<file path="config.mk">
export PLATFORM = sky130hd
export DESIGN_NAME = pcie_type0_config_space
export DESIGN_NICKNAME = d
export VERILOG_FILES = /design/src/rtl/pcfg_pkg.sv /design/src/rtl/pcie_type0_config_space.sv
export SDC_FILE = /design/constraint.sdc
export NUM_CORES = 1
export LEC_CHECK = 0
export ABC_AREA = 1
export BUFFER_PORTS_ARGS = -buffer_cell sky130_fd_sc_hd__buf_2
export CAP_MARGIN = 10
export CORE_ASPECT_RATIO = 1.4
export CORE_MARGIN = 2
export CORE_UTILIZATION = 55
export DETAILED_ROUTE_END_ITERATION = 10
export PLACE_DENSITY = 0.92
export SYNTH_ARGS = -nofsm -noshare
export SYNTH_HDL_FRONTEND = slang
export SYNTH_SLANG_ARGS = --single-unit
</file>
<file path="constraint.sdc">
create_clock -name clk_i -period 6.3 [get_ports clk_i]
set_input_delay 0.63 -clock clk_i [delete_from_list [all_inputs] [get_ports clk_i]]
set_output_delay 0.63 -clock clk_i [all_outputs]
set_load 0.01 [all_outputs]
</file>
<file path="src/rtl/pcfg_pkg.sv">
// Shared types and constants for the type-0 configuration space block.
// Holds stream widths, register dword indexes, identity values and event codes.
// No dependencies.
package pcfg_pkg;

  // Default size of the BAR0 window as log2 bytes.
  localparam int unsigned BAR_SIZE_LOG2_DEF = 24;

  // Stream payload widths: fields packed from bit 0 up, padded to whole bytes.
  localparam int unsigned ADDR_W      = 64;
  localparam int unsigned SIZE_W      = 2;
  localparam int unsigned DATA_W      = 64;
  localparam int unsigned EVENT_W     = 2;
  localparam int unsigned IN_FIELDS_W = ADDR_W + SIZE_W + DATA_W;
  localparam int unsigned IN_TDATA_W  = ((IN_FIELDS_W + 7) / 8) * 8;
  localparam int unsigned OUT_FIELDS_W = DATA_W + EVENT_W + ADDR_W;
  localparam int unsigned OUT_TDATA_W = ((OUT_FIELDS_W + 7) / 8) * 8;

  // Request kinds carried on tuser.
  localparam logic REQ_READ  = 1'b0;
  localparam logic REQ_WRITE = 1'b1;

  // Access size codes.
  localparam logic [1:0] SIZE_1B = 2'd0;
  localparam logic [1:0] SIZE_2B = 2'd1;
  localparam logic [1:0] SIZE_4B = 2'd2;
  localparam logic [1:0] SIZE_8B = 2'd3;

  // Dword indexes (register offset divided by four).
  localparam logic [9:0] REG_ID        = 10'h000;
  localparam logic [9:0] REG_COMMAND   = 10'h001;
  localparam logic [9:0] REG_CLASS_REV = 10'h002;
  localparam logic [9:0] REG_BAR0_LO   = 10'h004;
  localparam logic [9:0] REG_BAR0_HI   = 10'h005;
  localparam logic [9:0] REG_SUBSYS    = 10'h00B;
  localparam logic [9:0] REG_INTR      = 10'h00F;

  // Fixed read values.
  localparam logic [31:0] ID_DWORD        = 32'h0010_1B36;
  localparam logic [31:0] CLASS_REV_DWORD = 32'h0108_0202;
  localparam logic [31:0] BAR_TYPE_BITS   = 32'h0000_0004;
  localparam logic [31:0] BAR_LOW_KEEP    = 32'hFFFF_FFF0;
  localparam logic [31:0] INTR_PIN_DWORD  = 32'h0000_0100;
  localparam logic [7:0]  IRQ_LINE_RESET  = 8'hFF;
  localparam int unsigned CMD_MEM_ENABLE_BIT = 1;

  typedef enum logic [1:0] {
    BarEvNone  = 2'd0,
    BarEvMap   = 2'd1,
    BarEvUnmap = 2'd2
  } bar_event_e;

endpackage

</file>
<file path="src/rtl/pcie_type0_config_space.sv">
// Type-0 configuration space of function 0 on bus 0 behind an ECAM window.
// Depends on pcfg_pkg for widths, register indexes, fixed values and event codes.
//
// This block answers configuration reads and writes of one PCIe function
// (bus 0, device 0, function 0) as seen through a memory-mapped ECAM window
// whose base is set through the cfg_we_i / cfg_wdata_i port; the user must do so
// only while the block is idle, which it does not enforce. Each request transfer
// carries one read or write of 1, 2, 4 or 8 bytes (8 acts as a full dword) and
// produces exactly one result transfer holding the read data, a BAR0 map/unmap
// event and the BAR0 base for a map event. Any other bus, device or function
// reads as all ones and ignores writes. Only the command register, both BAR0
// dwords and the interrupt line are writable; BAR0 reads back size-masked with
// its type bits so software can size it. A request is held in the input
// register and is resolved on the way into the result register. The block
// takes one transfer every cycle; a stalled output only holds the input side
// once both registers are full. The register state is updated at the edge
// where a request moves into the result register, so back-to-back accesses
// see each other's writes in order. There is no clearing pass after reset.
module pcie_type0_config_space #(
  parameter int unsigned BarSizeLog2 = pcfg_pkg::BAR_SIZE_LOG2_DEF
) (
  input  logic                            clk_i,
  input  logic                            rst_ni,
  // Configuration: ECAM window base.
  input  logic                            cfg_we_i,
  input  logic [pcfg_pkg::ADDR_W-1:0]     cfg_wdata_i,
  // Request stream.
  input  logic                            s_axis_tvalid,
  output logic                            s_axis_tready,
  // tdata: access_address[63:0], size_code[65:64], write_value[129:66], zero pad.
  input  logic [pcfg_pkg::IN_TDATA_W-1:0] s_axis_tdata,
  // tuser: req_type[0] (0 read, 1 write).
  input  logic                            s_axis_tuser,
  // Result stream.
  output logic                             m_axis_tvalid,
  input  logic                             m_axis_tready,
  // tdata: read_value[63:0], bar_event[65:64], map_addr[129:66], zero pad.
  output logic [pcfg_pkg::OUT_TDATA_W-1:0] m_axis_tdata
);
  import pcfg_pkg::*;

  // Address bits of BAR0 above the window size; low bits read as zero.
  localparam logic [31:0] AddrMask = ~((32'd1 << BarSizeLog2) - 32'd1);
  localparam logic [63:0] SpanMask = {32'd0, ~AddrMask};

  // ECAM base register.
  logic [ADDR_W-1:0] ecam_base_q;

  always_ff @(posedge clk_i or negedge rst_ni) begin
    if (!rst_ni) begin
      ecam_base_q <= '0;
    end else if (cfg_we_i) begin
      ecam_base_q <= cfg_wdata_i;
    end
  end

  // Input register stage.
  logic              in_valid_q;
  logic              in_write_q;
  logic [ADDR_W-1:0] in_addr_q;
  logic [SIZE_W-1:0] in_size_q;
  logic [DATA_W-1:0] in_wdata_q;

  // Result register stage.
  logic              out_valid_q;
  logic [DATA_W-1:0] out_read_q;
  bar_event_e        out_event_q;
  logic [ADDR_W-1:0] out_base_q;

  logic out_free;
  logic advance;
  logic in_take;

  // The result register frees up when empty or when its transfer completes;
  // the input register moves forward whenever the result register is free.
  assign out_free      = !out_valid_q || m_axis_tready;
  assign advance       = in_valid_q && out_free;
  assign s_axis_tready = !in_valid_q || advance;
  assign in_take       = s_axis_tvalid && s_axis_tready;

  always_ff @(posedge clk_i or negedge rst_ni) begin
    if (!rst_ni) begin
      in_valid_q <= 1'b0;
    end else if (in_take) begin
      in_valid_q <= 1'b1;
    end else if (advance) begin
      in_valid_q <= 1'b0;
    end
  end

  always_ff @(posedge clk_i) begin
    if (in_take) begin
      in_write_q <= s_axis_tuser;
      in_addr_q  <= s_axis_tdata[ADDR_W-1:0];
      in_size_q  <= s_axis_tdata[ADDR_W+SIZE_W-1:ADDR_W];
      in_wdata_q <= s_axis_tdata[IN_FIELDS_W-1:ADDR_W+SIZE_W];
    end
  end

  // Function registers.
  logic [15:0] command_q, command_d;
  logic [31:0] bar_lo_q, bar_lo_d;
  logic [31:0] bar_hi_q, bar_hi_d;
  logic [7:0]  irq_line_q, irq_line_d;
  logic        bar_mapped_q, bar_mapped_d;

  // Address decode of the request in the input register.
  logic [ADDR_W-1:0] offset;
  logic              absent;
  logic [9:0]        reg_idx;
  logic [4:0]        bit_shift;
  logic [31:0]       cur_dword;
  logic [31:0]       size_mask;
  logic [31:0]       byte_mask;
  logic [31:0]       shifted_data;
  logic [31:0]       merged;
  logic              remap_req;
  logic [63:0]       bar_addr;
  logic              want_map;
  logic [DATA_W-1:0] read_d;
  bar_event_e        event_d;
  logic [ADDR_W-1:0] base_d;

  assign offset    = in_addr_q - ecam_base_q;
  assign absent    = (offset[27:12] != 16'd0);
  assign reg_idx   = offset[11:2];
  assign bit_shift = {offset[1:0], 3'b000};

  always_comb begin
    case (reg_idx)
      REG_ID:        cur_dword = ID_DWORD;
      REG_COMMAND:   cur_dword = {16'd0, command_q};
      REG_CLASS_REV: cur_dword = CLASS_REV_DWORD;
      REG_BAR0_LO:   cur_dword = (bar_lo_q & AddrMask) | BAR_TYPE_BITS;
      REG_BAR0_HI:   cur_dword = bar_hi_q;
      REG_SUBSYS:    cur_dword = ID_DWORD;
      REG_INTR:      cur_dword = INTR_PIN_DWORD | {24'd0, irq_line_q};
      default:       cur_dword = 32'd0;
    endcase
  end

  always_comb begin
    case (in_size_q)
      SIZE_1B: size_mask = 32'h0000_00FF;
      SIZE_2B: size_mask = 32'h0000_FFFF;
      SIZE_4B: size_mask = 32'hFFFF_FFFF;
      SIZE_8B: size_mask = 32'hFFFF_FFFF;
      default: size_mask = 32'hFFFF_FFFF;
    endcase
  end

  // Narrow writes drop bytes that fall past the dword; wide writes take all.
  assign byte_mask    = (in_size_q == SIZE_4B || in_size_q == SIZE_8B) ?
                        32'hFFFF_FFFF : (size_mask << bit_shift);
  assign shifted_data = in_wdata_q[31:0] << bit_shift;
  assign merged       = (cur_dword & ~byte_mask) | (shifted_data & byte_mask);

  always_comb begin
    command_d  = command_q;
    bar_lo_d   = bar_lo_q;
    bar_hi_d   = bar_hi_q;
    irq_line_d = irq_line_q;
    remap_req  = 1'b0;
    if (advance && in_write_q == REQ_WRITE && !absent) begin
      case (reg_idx)
        REG_COMMAND: begin
          command_d = merged[15:0];
          remap_req = 1'b1;
        end
        REG_BAR0_LO: begin
          bar_lo_d  = merged & BAR_LOW_KEEP;
          remap_req = 1'b1;
        end
        REG_BAR0_HI: begin
          bar_hi_d  = merged;
          remap_req = 1'b1;
        end
        REG_INTR: begin
          irq_line_d = merged[7:0];
        end
        default: begin
        end
      endcase
    end
  end

  // Mapping decision on the updated register values.
  assign bar_addr = {bar_hi_d, bar_lo_d & AddrMask};
  assign want_map = command_d[CMD_MEM_ENABLE_BIT] && (bar_addr != 64'd0) &&
                    (bar_addr != {32'd0, AddrMask}) && ((bar_addr & SpanMask) == 64'd0);

  always_comb begin
    bar_mapped_d = bar_mapped_q;
    event_d      = BarEvNone;
    base_d       = '0;
    if (remap_req) begin
      if (want_map && !bar_mapped_q) begin
        bar_mapped_d = 1'b1;
        event_d      = BarEvMap;
        base_d       = bar_addr;
      end else if (!want_map && bar_mapped_q) begin
        bar_mapped_d = 1'b0;
        event_d      = BarEvUnmap;
      end
    end
  end

  always_comb begin
    if (absent) begin
      read_d = (in_write_q == REQ_WRITE) ? '0 : '1;
    end else if (in_write_q == REQ_WRITE) begin
      read_d = '0;
    end else begin
      read_d = {32'd0, (cur_dword >> bit_shift) & size_mask};
    end
  end

  always_ff @(posedge clk_i or negedge rst_ni) begin
    if (!rst_ni) begin
      command_q    <= 16'd0;
      bar_lo_q     <= 32'd0;
      bar_hi_q     <= 32'd0;
      irq_line_q   <= IRQ_LINE_RESET;
      bar_mapped_q <= 1'b0;
    end else begin
      command_q    <= command_d;
      bar_lo_q     <= bar_lo_d;
      bar_hi_q     <= bar_hi_d;
      irq_line_q   <= irq_line_d;
      bar_mapped_q <= bar_mapped_d;
    end
  end

  always_ff @(posedge clk_i or negedge rst_ni) begin
    if (!rst_ni) begin
      out_valid_q <= 1'b0;
    end else if (advance) begin
      out_valid_q <= 1'b1;
    end else if (m_axis_tready) begin
      out_valid_q <= 1'b0;
    end
  end

  always_ff @(posedge clk_i) begin
    if (advance) begin
      out_read_q  <= read_d;
      out_event_q <= event_d;
      out_base_q  <= base_d;
    end
  end

  assign m_axis_tvalid = out_valid_q;
  assign m_axis_tdata  = {{(OUT_TDATA_W - OUT_FIELDS_W){1'b0}},
                          out_base_q, out_event_q, out_read_q};

  // A new mapping is always reported with the map event of the same request.
  assert property (@(posedge clk_i) disable iff (!rst_ni)
    $rose(bar_mapped_q) |-> (out_valid_q && out_event_q == BarEvMap))
    else $error("BAR0 mapped without a map event");

  // Removing the mapping is always reported with an unmap event.
  assert property (@(posedge clk_i) disable iff (!rst_ni)
    $fell(bar_mapped_q) |-> (out_valid_q && out_event_q == BarEvUnmap))
    else $error("BAR0 unmapped without an unmap event");

  // Events only come from writes, which return zero read data.
  assert property (@(posedge clk_i) disable iff (!rst_ni)
    (out_valid_q && out_event_q != BarEvNone) |-> (out_read_q == '0))
    else $error("BAR0 event on a read result");

  // A map event carries a nonzero, window-aligned base.
  assert property (@(posedge clk_i) disable iff (!rst_ni)
    (out_valid_q && out_event_q == BarEvMap) |->
      (out_base_q != '0 && (out_base_q & SpanMask) == '0))
    else $error("BAR0 map event with an invalid base");

endmodule

</file>
==> results of run 1 <==
area by class of cell:
type	count	area, sq um	share of cell area (%)
clock buffer	32	673	4.35
inverter	271	1020	6.58
tap	315	394	2.55
multi-input combinational	1156	5540	35.8
sequential	233	6530	42.2
clock inverter	12	146	0.946
timing repair buffer	223	1170	7.55
worst paths after layout:
check                                       from        endpoint  slack, ns  cells after the start
max in group asynchronous                 rst_ni    bar_lo_q[30]       4.99                      2
worst max register to register    ecam_base_q[0]  out_base_q[60]       0.59                     31
worst min-delay path                      rst_ni    bar_hi_q[17]        0.1                      1
worst max-delay path              ecam_base_q[0]  out_base_q[60]       0.59                     31
min in group clk_i              s_axis_tdata[90]  in_wdata_q[24]       0.28                      1
worst min register to register      command_q[3]    command_q[3]       0.49                      2
worst max-delay path, delay by kind of cell (launching register included):
family                     cells  cell delay [ns]
adders and majority gates      3             0.81
buffers and inverters          5             0.94
DFF                            1             0.38
and+or+nand+nor               23             3.31
logic make-up (layout without fill, tap and decap cells):
family | count (synthesis) | count (layout) | synth area share (%)
adder cells (fa/ha/maj) | 30 | 30 | 2.79
buffers and inverters | 381 | 538 | 12.8
multiplexers | 2 | 2 | 0.164
other | 1 | 30 | 0.0273
XOR/XNOR | 6 | 6 | 0.438
flip-flops | 233 | 233 | 47.6
AND/OR/NAND/NOR | 896 | 896 | 27.9
AO/OA/AOI/OAI | 192 | 192 | 8.23
per-stage QoR:
stage               worst slack, ns  hold slack [ns]  cell area [sq um]
detailed placement            0.728            0.474              14700
floorplan                      2.23            0.334              13800
CTS                           0.693            0.111              15500
global placement              0.883            0.467              14700
global route                  0.265            0.125              15500
finish                        0.590           0.0995              15500
registers in the layout (all words and copies together) (netlist names), 2 cells and up:
name         cells
out_base_q      40
in_wdata_q      32
irq_line_q       8
bar_hi_q        32
ecam_base_q     28
out_read_q      33
bar_lo_q         8
command_q       16
in_addr_q       28
in_size_q        2
out_event_q      2
report_power, final:
part	internal, uW	total [uW]	leakage, uW	switching (uW)
logic	310	1010	0.00495	702
clock network	880	1470	0.000407	591
registers	1750	1800	0.00247	44.7
cells in the final DEF, fill, tap and decap left out, drive strengths merged, types with 2 or more instances in the layout:
| cell | netlist | routed |
|---|---|---|
| o21a | 2 | 2 |
| xor2 | 5 | 5 |
| o2111ai | 8 | 8 |
| mux2 | 2 | 2 |
| o31ai | 4 | 4 |
| nor2 | 126 | 126 |
| inv | 266 | 269 |
| clkbuf | 26 | 32 |
| clkinv | 5 | 11 |
| or2 | 2 | 2 |
| nand3 | 93 | 93 |
| nand3b | 4 | 4 |
| and2 | 6 | 6 |
| bufinv | 0 | 3 |
| nand4 | 35 | 35 |
| o22ai | 4 | 4 |
| a22oi | 11 | 11 |
| a21oi | 38 | 38 |
| buf | 84 | 223 |
| o211ai | 17 | 17 |
| dfstp | 8 | 8 |
| o21ai | 100 | 100 |
| conb | 1 | 30 |
| nor3 | 6 | 6 |
| edfxtp | 138 | 138 |
| a21boi | 4 | 4 |
| ha | 29 | 29 |
| nand2 | 622 | 622 |
| dfrtp | 87 | 87 |
per-layer routing:
layer	vias to the layer above	GRT usage, %
met5	-	0
met4	0	19.8
met3	148	3.46
met2	603	51.8
met1	5573	32.9
li1	5809	-
==> out/results.ini, run 1 <==
[min_path]
hold_class=primary input to async pin

[floorplanning]
rows=68
io_pins=344
initial_utilization_pct=55.8
coreArea_sq_um=24600
die-area_sq_um=26200
die_y_um=191
fp.dieW_um=137

[route]
highest_layer=met4
drcViolationCount=0
wl_met2_mm=19.3
drt_iter0_markers=873
firstDrtPassIters=6
wl_met1_mm=13.6
wl_met3_mm=2.64
vias_per_cell=5.41
drt_wl_total_mm=38.4
vias=12133
wl_per_cell_um=17.1
ant_nets=0

[yosys]
ys_warn_count=0
ys.flop_type=edfxtp_1
syn_area_sq_um=13700
synth_area_per_cell_sq_um=7.88
synthTopCellsByArea=edfxtp_1, nand2_1, dfrtp_1
ys_ff_latch=233
synthDominantCellAreaShare_pct=30.2
yosysMostFrequentCell=nand2_1
yosysTopAreaCell=edfxtp_1
synth-seq-area-share_pct=47.6
syn_inst=1741
synth_cell_types=54
async_flop_share_pct=40.8
synth_edf_count=138
synthTopCellsByCount=nand2_1, inv_1, edfxtp_1, nor2_1, o21ai_0

[critical_path]
arrival_ns=5.99
cp-start-kind=flip-flop
crit_top_cell=nand2_1
required_ns=6.58
crit_path_max_incr_delay_ns=0.41
critPathMaxFanout=15
end_kind=flip-flop
slowest_stage=nor2_4
crit_type=flip-flop to flip-flop

[layout]
syn_to_final_growth_pct=12.8
fillers=2093
num_antenna_cells=0
finalNetCount=2145
final_cells=2242
final_core_util_pct=62.9
drive_above_1_share_pct=17.0

[clocking]
cts_hold_buf=0
cts_sinks=233
cts.clk_slew.worst_paths_ns=0.06
htreeDepth=1
insertion_delay_ns=0.53
cts_root_buf=clkbuf_16
cts-resized-gates=0
cts_made_buffers=24
tritoncts=done
cts.path.max_buffers=3
post_cts_buffers=0

[timing]
drv_slew=0
tightestPinTransition_ns=0.944
fin_crit_ns=5.71
finClkSkew_ns=0.0174
hold_viol_final=0
slew_headroom_pct=37.1
setup-tns-final_ns=0
setup_viol=0
period_share_pct=90.6
rsz0062_at_grt=no
fmax_mhz=175

[grt]
grt_pass1_wl_mm=59.0
grt_start_max_net_pins=76
grt-ovfl-total=0
grt.total_usage_pct=29.4
grt_pass1_vias=11539
antenna_found_initial=0

[pwr]
leakagePower_uw=0.00783
power_uw=4280
ir_worst_vdd_mv=0.282
powerDensity_nw_per_um2=277

[job]
max-cap-violations=0

[placed_design]
portBuffers=203
dpl.hpwl_mm=29.3
gp_congestion=0.990
dp.cells=2198

[status]
outcome=complete, no violations

(Power assumes the default switching activity.)
==> run 2, diff against run 1 <==
--- a/config.mk
+++ b/config.mk
@@ -12,7 +12,10 @@
 export CORE_MARGIN = 2
 export CORE_UTILIZATION = 55
 export DETAILED_ROUTE_END_ITERATION = 10
+export MAX_ROUTING_LAYER = met4
 export PLACE_DENSITY = 0.92
+export SETUP_SLACK_MARGIN = 0.1
+export SKIP_CTS_REPAIR_TIMING = 1
 export SYNTH_ARGS = -nofsm -noshare
 export SYNTH_HDL_FRONTEND = slang
 export SYNTH_SLANG_ARGS = --single-unit
==> out/results.ini, run 2 (synthesis results as in run 1) <==
[timing]
tightestPinTransition_ns=0.972  ; +0.0280 ns
hold_viol_final=0  ; unchanged
setup_viol=0  ; unchanged
period_share_pct=86.2  ; -4.4 points
fin_crit_ns=5.43  ; -0.278 ns
fmax_mhz=184  ; +5.1%
slew_headroom_pct=35.2  ; -1.9 points
setup-tns-final_ns=0  ; unchanged
rsz0062_at_grt=no
finClkSkew_ns=0.0376  ; +0.0202 ns
drv_slew=0  ; unchanged

[pwr]
clkPwrFrac_pct=31.6  ; -2.8 points
ir_worst_vdd_mv=0.260  ; -7.9%
leakagePower_uw=0.00776  ; -0.80%
swShare_pct=32.5  ; +1.3 points
sequentialPowerShare_pct=43.6  ; +1.6 points
netSwitchingPower_uw=1340  ; about the same
p_comb_share_pct=24.7  ; +1.1 points
powerDensity_nw_per_um2=268  ; -3.1%
p_int_uw=2780  ; -5.6%

[critical_path]
rr_startpoint=ecam_base_q[0]
arrival_ns=5.71  ; -0.28 ns
r2r.worst_path.cells=31  ; unchanged
crit_family=simple AND/OR/NAND/NOR gates
slowest_stage=fa_1
critPathMaxFanout=15  ; unchanged
reg2reg_slack_ns=0.87  ; +0.28 ns
crit_path_max_incr_delay_ns=0.41  ; about the same
critPathBufInv=5  ; unchanged
crit_type=flip-flop to flip-flop
cp-start-kind=flip-flop
r2r-end=out_base_q[57]
required_ns=6.58  ; about the same
crit_top_cell=nand2_1
end_kind=flip-flop
startpoint=ecam_base_q[0]

[layout]
largest_register=out_base_q
finalNetCount=2144  ; -0.047%
num_antenna_cells=0  ; unchanged
sequential_cell_area_sq_um=6530  ; unchanged
final_common_cell=nand2_1
drive_above_1_share_pct=16.7  ; -0.24 points
fillers=2154  ; +2.9%
syn_to_final_growth_pct=11.9
top_regs=out_base_q: 40 flops, out_read_q: 33 flops
design_area_sq_um=15300  ; -0.82%
largest_reg_flops=40  ; unchanged
layout_common_cells=nand2_1, inv_1, buf_2, edfxtp_1, nor2_1
multi_input_area_sq_um=5540  ; unchanged

[status]
outcome=complete, no violations

[clocking]
cts.path.max_buffers=3  ; unchanged
cts_made_buffers=23  ; -4.2%
cts_sinks=233  ; unchanged
cts_root_buf=clkbuf_16
htreeDepth=1  ; unchanged
cts.clk_slew.worst_paths_ns=0.08  ; +0.02 ns
insertion_delay_ns=0.55  ; +0.02 ns
tritoncts=done

[floorplanning]
rows=68  ; unchanged
initial_utilization_pct=55.8  ; unchanged
io_pins=344  ; unchanged
die-area_sq_um=26200  ; unchanged
coreArea_sq_um=24600  ; unchanged
die_y_um=191  ; unchanged
fp.dieW_um=137  ; unchanged

[route]
drt_wl_total_mm=39.6  ; +3.1%
firstDrtPassIters=5  ; -1
vias_per_cell=5.35  ; -1.1%
wl_per_cell_um=17.7  ; +3.2%
ant_nets=0  ; unchanged
drt_iter0_markers=813  ; -6.9%
drcViolationCount=0  ; unchanged
vias=11993  ; -1.2%

[grt]
grt_pass1_vias=11429  ; -0.95%
antenna_found_initial=0  ; unchanged
grt.total_usage_pct=31.5  ; +2.1 points
grt-ovfl-total=0  ; unchanged
grt_pass1_wl_mm=60.3  ; +2.1%
grt_start_max_net_pins=76  ; unchanged

[placed_design]
gp_congestion=1.00  ; +1.1%
dpl.hpwl_mm=30.1  ; +2.8%
portBuffers=203  ; unchanged
place_area_sq_um=14700  ; unchanged

[min_path]
hold_class=primary input to async pin

[job]
max-cap-violations=0  ; unchanged

[run 2: power by group through the flow]
stage          Clock, uW  Sequential (uW)  Combinational [uW]
3_5_place_dp           0             1830                1000
3_3_place_gp           0             1820                 987
4_1_cts             1310             1800                1010
5_1_grt             1370             1810                1130
6_report            1300             1800                1020
2_1_floorplan          0             1850                 679
[run 2: cell type report]
| cell class | instances | share of cell area (%) |
|---|---|---|
| clock buffers | 33 | 4.19 |
| clock inverters | 9 | 0.326 |
| inverters | 271 | 6.63 |
| multi-input cells | 1156 | 36.1 |
| flip-flops and latches | 233 | 42.6 |
| well taps | 315 | 2.57 |
| repair buffers | 223 | 7.62 |
[run 2: per-layer routing]
| metal | track usage [%] | routed length (um) |
|---|---|---|
| met5 | - | 0 |
| met4 | 18.9 | 2660 |
| met3 | 2.98 | 2520 |
| met2 | 55.0 | 20400 |
| met1 | 34.4 | 14000 |
[run 2: how the worst max path moves through the flow]
stage / endpoint / cells after the start / slack (ns)
final: out_base_q[57] / 31 / 0.87
after global routing: out_base_q[57] / 31 / 0.51
after CTS: out_base_q[57] / 24 / 0.90
after detailed placement: out_base_q[57] / 24 / 0.96
after global placement: out_base_q[57] / 24 / 1.0
after floorplan: out_base_q[35] / 31 / 2.23
[run 2: metrics by stage]
| stage | hold WS, ns | util [%] | setup slack, ns | cells | power, uW |
|---|---|---|---|---|---|
| floorplan | 0.334 | - | 2.23 | 1770 | 2530 |
| global placement | 0.466 | 59.6 | 0.997 | 2198 | 2810 |
| detailed placement | 0.474 | 59.6 | 0.959 | 2198 | 2830 |
| CTS | 0.113 | 62.4 | 0.903 | 2240 | 4110 |
| global route | 0.143 | 62.4 | 0.506 | 2240 | 4300 |
| finish | 0.100 | 62.4 | 0.869 | 2240 | 4110 |
